File: src/rtl/rshe_pkg.sv
// Shared types, constants and rounding helpers for the spherical harmonic evaluator.
package rshe_pkg;

  localparam int DefCoordWidth    = 32;
  localparam int DefResultFrac    = 30;
  localparam int IntFrac          = 30;
  localparam int QW               = 34;   // signed Q.30 working width
  localparam int CfgWidth         = 16;
  localparam int QueueDepth       = 4;

  localparam logic signed [QW-1:0] OneQ = QW'(64'sd1 << IntFrac);

  typedef logic signed [QW-1:0] q_t;

  // Normalization constants by table entry, Q.30.
  function automatic logic [31:0] kconst(input logic [3:0] idx);
    logic [31:0] k;
    case (idx)
      4'd0:    k = 32'd302896976;
      4'd1,
      4'd2,
      4'd3:    k = 32'd524632952;
      4'd4,
      4'd5,
      4'd7:    k = 32'd1173114945;
      4'd6:    k = 32'd338649115;
      4'd8:    k = 32'd586557472;
      4'd9:    k = 32'd633554480;
      4'd10:   k = 32'd3103770403;
      4'd11:   k = 32'd490749190;
      4'd12:   k = 32'd400695036;
      4'd13:   k = 32'd490749190;
      4'd14:   k = 32'd1551885201;
      default: k = 32'd633554480;
    endcase
    return k;
  endfunction

  // Q.30 product, magnitude rounded half up, sign reapplied.
  function automatic q_t qmul(input q_t a, input q_t b);
    logic [QW-1:0]   ma;
    logic [QW-1:0]   mb;
    logic [2*QW-1:0] p;
    logic [2*QW-1:0] s;
    ma = a[QW-1] ? QW'(-a) : QW'(a);
    mb = b[QW-1] ? QW'(-b) : QW'(b);
    p  = ma * mb + ((2*QW)'(1) << (IntFrac - 1));
    s  = p >> IntFrac;
    return (a[QW-1] ^ b[QW-1]) ? -q_t'(s[QW-1:0]) : q_t'(s[QW-1:0]);
  endfunction

  // Classified request passed from the front part to the back part.
  typedef struct packed {
    logic       bad;
    logic       tiny;
    logic [3:0] idx;
  } cls_t;

endpackage

File: src/rtl/rshe_queue.sv
// Short request queue between front and back parts.
module rshe_queue #(
  parameter int WIDTH = 8,
  parameter int DEPTH = rshe_pkg::QueueDepth
) (
  input  logic             clk,
  input  logic             rst,
  input  logic             push,
  input  logic [WIDTH-1:0] din,
  input  logic             pop,
  output logic             not_empty,
  output logic [WIDTH-1:0] dout
);
  localparam int AW = $clog2(DEPTH);

  logic [WIDTH-1:0] mem [DEPTH];
  logic [AW-1:0]    wp;
  logic [AW-1:0]    rp;
  logic [AW:0]      cnt;

  always_ff @(posedge clk) begin
    if (rst) begin
      wp  <= '0;
      rp  <= '0;
      cnt <= '0;
    end else begin
      if (push) wp <= (wp == AW'(DEPTH-1)) ? '0 : wp + 1'b1;
      if (pop)  rp <= (rp == AW'(DEPTH-1)) ? '0 : rp + 1'b1;
      cnt <= cnt + (AW+1)'(push) - (AW+1)'(pop);
    end
  end

  always_ff @(posedge clk) begin
    if (push) mem[wp] <= din;
  end

  assign not_empty = cnt != '0;
  assign dout      = mem[rp];
endmodule

File: config.mk
export PLATFORM = sky130hd
export DESIGN_NAME = rshe_queue
export DESIGN_NICKNAME = d
export VERILOG_FILES = /design/src/rtl/rshe_pkg.sv /design/src/rtl/rshe_queue.sv
export SDC_FILE = /design/constraint.sdc
export NUM_CORES = 1
export LEC_CHECK = 0
export BUFFER_PORTS_ARGS = -buffer_cell sky130_fd_sc_hd__buf_4
export CAP_MARGIN = 20
export CORE_ASPECT_RATIO = 1.25
export CORE_UTILIZATION = 45
export CTS_CLUSTER_SIZE = 28
export DETAILED_ROUTE_END_ITERATION = 7
export PLACE_DENSITY = 0.73
export REMOVE_ABC_BUFFERS = 1
export SLEW_MARGIN = 20
export SYNTH_ARGS = -nofsm -noshare
export SYNTH_HDL_FRONTEND = slang
export SYNTH_SLANG_ARGS = --single-unit
File: constraint.sdc
create_clock -name clk -period 1.75 [get_ports clk]
set_input_delay 0.35 -clock clk [delete_from_list [all_inputs] [get_ports clk]]
set_output_delay 0.35 -clock clk [all_outputs]
set_load 0.01 [all_outputs]
==> flow_summary_export.csv, run 1 <==
group,metric,value,unit
final_layout,num-fill-cells,257,
clock_network,hold_buffers,0,
grt,grt_pass1_vias,836,
final_layout,area_delta_synth_final,19.6,%
clock_network,clockBufferDepth,2,
clock_network,insertion_delay,290,ps
synthesis,yosysTopAreaCell,"edfxtp_1",
placement,place.gp.congestion,0.644,
synthesis,synth_seq_cells,41,
floorplanning,initial_core_util,48.3,%
power_and_ir_drop,p_sw_share,21.9,%
timing,worstMarginPinSlew,434,ps
timing,timing.fmax,0.566,GHz
floorplanning,rows,23,
placement,place_inst,139,
synthesis,synth.avg_cell_area,19.3,um2
synthesis,seq_area_frac_synth,71.4,%
final_layout,fin_cells,147,
run_status,violations,"setup timing",
critical_path,critPathCaptureType,"output pin",
routing,routedWlPerCell,15.5,um
timing,drv_slew,0,
timing,rsz0062_at_grt,"true",
critical_path,arrival,1420,ps
power_and_ir_drop,comb_power_share,15.4,%
synthesis,synth_top_area_share,60.1,%
power_and_ir_drop,clkPwrFrac,28.0,%
final_layout,final_core_util,57.8,%
final_layout,fin_nets,129,
timing,post-route-period-util,101,%
final_layout,drive_gt1_share,32.7,%
synthesis,synth_cell_types,17,
routing,drt_iter0_markers,9,
power_and_ir_drop,power.leakage,0.000711,uW
critical_path,cp_slowest_cell,"mux4_2",
min_path,hp-class,"input port to flip-flop",
grt,grt.total_usage,14.9,%
routing,finalWirelength,2280,um
routing,drcViolationCount,0,
final_layout,design_area,0.00191,mm2
clock_network,clk_pin_slew,70,ps
floorplanning,dieArea,0.00380,mm2
placement,port_buffers,20,
floorplanning,pin_count,21,
power_and_ir_drop,pwr-share-seq,56.6,%
timing,finalWorstSetupSlack,-17.6,ps
power_and_ir_drop,powerDensity,1060,mW/mm2
timing,slew-limit-headroom,71.0,%
power_and_ir_drop,ir_drop,0.703,mV
floorplanning,core_region_area,0.00331,mm2
timing,finalCriticalPeriod,1770,ps
clock_network,h-tree-depth,2,
run,cap_violations,0,
clock_network,clock_sinks,41,
timing,fin_skew,7.76,ps
critical_path,start_kind,"flip-flop",
floorplanning,die_x,55.3,um
timing,hold_ws,260,ps
synthesis,synth_warnings,0,
floorplanning,die_h,68.6,um
clock_network,cts_made_buffers,5,
placement,place_area,0.00180,mm2
placement,post-dp-hpwl,1590,um
critical_path,cp_data_required_time,1400,ps
synthesis,syn-cell-area,0.00160,mm2
grt,grt_max_degree,13,
timing,finalSetupViolations,5,
synthesis,synthTopCellsByArea,"edfxtp_1 60%, dfxtp_1 11%, mux4_2 11%",
routing,via_per_inst,5.18,
grt,grt_pass1_wl,3940,um
timing,hold_viol_final,0,
synthesis,synth_cells,83,
power_and_ir_drop,switchingPower,443,uW
grt,antenna_found_initial,0,
power_and_ir_drop,p_int,1580,uW
critical_path,cp_max_fo,8,
final_layout,insertedDiodeCount,0,
routing,dr_total_vias,762,
clock_network,root_buffer,"clkbuf_8",
run_status,status,"complete, but fails checks",
clock_network,cts_tree,"yes",
critical_path,path_cells,"buf_12, mux4_2, buf_6",
routing,ant_nets,0,
critical_path,cpPeakStageDelay,520,ps
grt,grt_overflow,0,
routing,firstDrtPassIters,3,
critical_path,worst-setup-path-type,"flip-flop to output pin",
==> registers in the layout, summed over array words and instances (netlist names), named ones only <==
name,flops
wp,2
rp,2
mem,32
cnt,3
==> cell usage after synthesis <==
cell type  number
mux4_2          8
fa_1            1
nand2b_1        2
or3b_1          2
a21oi_1         2
edfxtp_1       32
mux2i_1         2
dfxtp_1         9
ha_1            7
clkbuf_2        1
buf_6           1
or3_1           1
xnor3_1         1
nor2_1          4
nor2b_1         1
inv_1           5
and2_1          4
==> worst paths after layout <==
kind,from,to,slack (ps),depth (start not counted)
worst max-delay path,flip-flop,dout[0],-20,3
worst min-delay path,din[5],mem[1][5]$_DFFE_PP_,260,1
worst max register to register,cnt[0]$_SDFF_PP0_,cnt[2]$_SDFF_PP0_,170,8
worst min register to register,rp[0]$_SDFFE_PP0P_,flip-flop,500,2
==> power by group through the flow <==
| stage | sequential [uW] | clock [uW] | combinational, uW |
|---|---|---|---|
| global route | 1160 | 639 | 344 |
| floorplan | 1160 | 0 | 173 |
| CTS | 1150 | 592 | 319 |
| finish | 1150 | 567 | 313 |
| global placement | 1170 | 0 | 285 |
| detailed placement | 1170 | 0 | 301 |
==> metrics by stage <==
step	setup slack, ps	total power [uW]	setup TNS, ps
after floorplan	230	1340	0
after detailed placement	19.6	1470	0
after global routing	-70.8	2140	-438
final	-17.6	2030	-47.7
after CTS	-35.1	2060	-205
after global placement	79.2	1450	0
==> layer usage <==
layer / routed length [um] / up-vias / GRT usage [%] / share of wire (%)
met5: 0 / - / 0 / 0
met4: 53 / 0 / 8.44 / 2.3
met3: 118 / 7 / 5.97 / 5.2
met2: 1130 / 21 / 25.8 / 49
met1: 982 / 370 / 15.8 / 43
li1: - / 364 / - / -
==> cells by family (layout without fill, tap and decap cells) <==
logic type / Yosys count / after routing / share of synthesized area (%)
xor gates and xnor gates: 1 / 1 / 1.41
and+or+nand+nor: 14 / 14 / 5.16
AOI/OAI and AO/OA: 2 / 2 / 0.626
buffers and inverters: 7 / 34 / 2.19
DFF: 41 / 41 / 71.4
adders and majority gates: 8 / 8 / 6.73
muxes: 10 / 10 / 12.5
==> what timing repair did <==
action,4_1_cts,5_1_grt
resized for setup,9,0
buffers inserted,0,0
endpoints found under the setup margin,8,8
==> worst max-delay path, delay by kind of cell (launching register included) <==
family | cells | cell delay (ps)
buffers and inverters | 2 | 270
DFF | 1 | 340
muxes | 1 | 520
==> placed cells by master (no fill, tap or decap), types with 2 or more instances in the layout <==
master,n
buf_4,12
buf_6,8
mux2i_1,2
mux4_2,8
clkbuf_8,5
ha_1,7
a21oi_1,2
and2_1,4
inv_1,5
edfxtp_1,32
dfxtp_1,8
or3b_1,2
nand2b_1,2
nor2_1,4
clkbuf_1,2
==> cell type report <==
cell class / instances / area (um2) / area share (%)
sequential: 41 / 1140 / 59.8
inverter: 5 / 18.8 / 0.982
tap: 37 / 46.3 / 2.42
multi-input combinational: 35 / 423 / 22.1
clock inverter: 1 / 5.00 / 0.262
clock buffer: 7 / 76.3 / 3.99
timing repair buffer: 21 / 200 / 10.5
(Power assumes the default switching activity.)
==> run 2, diff against run 1 <==
Settings changed: RECOVER_POWER from default to 25.
==> flow_summary_export.csv, run 2 (synthesis results as in run 1) <==
group,metric,value,unit
run_status,status,"complete, but fails checks",
run_status,violations,"setup timing",
critical_path,start_kind,"flip-flop",
min_path,holdCritStartpoint,"din[1]",
clock_network,clk_pin_slew,70,ps
final_layout,insertedDiodeCount,0,
clock_network,insertion_delay,290,ps
timing,timing.fmax,0.568,GHz
critical_path,cp_slowest_cell,"mux4_2",
routing,routedWlPerCell,15.5,um
final_layout,layout_common_cells,"32 x edfxtp_1, 8 x mux4_2, 8 x dfxtp_1, 8 x buf_6",
clock_network,cts_made_buffers,5,
placement,post-dp-hpwl,1590,um
critical_path,cp_max_fo,8,
final_layout,fin_nets,129,
critical_path,cp_data_required_time,1400,ps
critical_path,cpPeakStageDelay,520,ps
run,cap_violations,0,
floorplanning,rows,23,
floorplanning,core_region_area,0.00331,mm2
final_layout,design_area,0.00189,mm2
power_and_ir_drop,power.leakage,0.000693,uW
critical_path,worst-setup-path-type,"flip-flop to output pin",
critical_path,critPathCaptureType,"output pin",
clock_network,cts_tree,"yes",
clock_network,h-tree-depth,2,
min_path,hp-class,"input port to flip-flop",
critical_path,path_cells,"buf_12, mux4_2, buf_6",
floorplanning,initial_core_util,48.3,%
timing,slew-limit-headroom,71.0,%
routing,drt_iter0_markers,10,
timing,finalCriticalPeriod,1760,ps
routing,via_per_inst,5.24,
placement,place.gp.congestion,0.644,
grt,antenna_found_initial,0,
floorplanning,pin_count,21,
routing,finalWirelength,2270,um
floorplanning,die_x,55.3,um
grt,grt.total_usage,14.9,%
timing,fin_skew,7.72,ps
timing,worstMarginPinSlew,436,ps
critical_path,arrival,1410,ps
timing,rsz0062_at_grt,"true",
clock_network,clockBufferDepth,2,
power_and_ir_drop,ir_drop,0.703,mV
final_layout,drive_gt1_share,28.2,%
placement,place_area,0.00180,mm2
clock_network,clock_sinks,41,
grt,grt_overflow,0,
routing,firstDrtPassIters,3,
final_layout,final_common_cell,"edfxtp_1",
clock_network,root_buffer,"clkbuf_8",
floorplanning,dieArea,0.00380,mm2
routing,drcViolationCount,0,
timing,drv_slew,0,
power_and_ir_drop,powerDensity,1070,mW/mm2
final_layout,num-fill-cells,262,
grt,grt_pass1_wl,3940,um
final_layout,max_flop_register,"mem",
critical_path,r2r_start,"cnt[0]$_SDFF_PP0_",
clock_network,cts.repair.resized,9,
timing,post-route-period-util,101,%
grt,grt_pass1_vias,836,
clock_network,hold_buffers,0,
timing,finalSetupViolations,5,
final_layout,largest_reg_flops,32,
placement,port_buffers,20,
floorplanning,die_h,68.6,um
final_layout,fin_cells,147,
placement,place_inst,139,
routing,ant_nets,0,
timing,finalWorstSetupSlack,-10.6,ps
final_layout,largest_registers,"mem x32, cnt x3",
routing,dr_total_vias,770,
grt,grt_max_degree,13,
clock_network,cts_setup_buffers,0,
final_layout,area_delta_synth_final,18.4,%
timing,hold_viol_final,0,
run 2: cell count changes in the layout (fill, tap and decap cells not counted), sizes merged:
cell    change
buf         -5
clkbuf      +5
run 2: per-layer routing:
layer | wire [um] | GRT usage, % | vias to the layer above
li1 | - | - | 364
met1 | 967 | 15.8 | 378
met2 | 1140 | 25.8 | 21
met3 | 115 | 5.97 | 7
met4 | 53 | 8.44 | 0
met5 | 0 | 0 | -
run 2: worst paths after layout:
check	endpoint	slack, ps	depth (start not counted)
hold reg to reg	flip-flop	500	2
setup reg to reg	cnt[2]$_SDFF_PP0_	170	8
setup / recovery	dout[6]	-10	3
hold / removal	mem[3][1]$_DFFE_PP_	260	1
run 2: worst max-delay path, delay by kind of cell, from the launching register on:
kind	cells	cell delay, ps
buffers and inverters	2	270
flip-flops	1	340
multiplexers	1	520
run 2: area by class of cell:
cell class | instances | area, um2 | share of cell area (%)
clock buffer | 7 | 76.3 | 4.03
clock inverter | 1 | 5.00 | 0.264
inverter | 5 | 18.8 | 0.991
multi-input combinational | 35 | 423 | 22.3
sequential | 41 | 1140 | 60.3
tap | 37 | 46.3 | 2.45
timing repair buffer | 21 | 181 | 9.58
run 2: per-stage QoR:
step | setup TNS (ps) | util [%] | setup WS [ps] | hold slack, ps | power [uW]
after floorplan | 0 | - | 230 | 417 | 1340
after global placement | 0 | 54.4 | 79.2 | 497 | 1450
after detailed placement | 0 | 54.4 | 19.6 | 507 | 1470
after CTS | -205 | 57.8 | -35.1 | 249 | 2060
after global routing | -438 | 57.2 | -70.8 | 252 | 2130
final | -36.7 | 57.2 | -10.6 | 264 | 2020
run 2: report_power, final:
| part | internal, uW | total, uW | switching [uW] |
|---|---|---|---|
| sequential | 1110 | 1150 | 33.7 |
| combinational | 187 | 308 | 121 |
| clock | 279 | 568 | 289 |
| total | 1580 | 2020 | 444 |
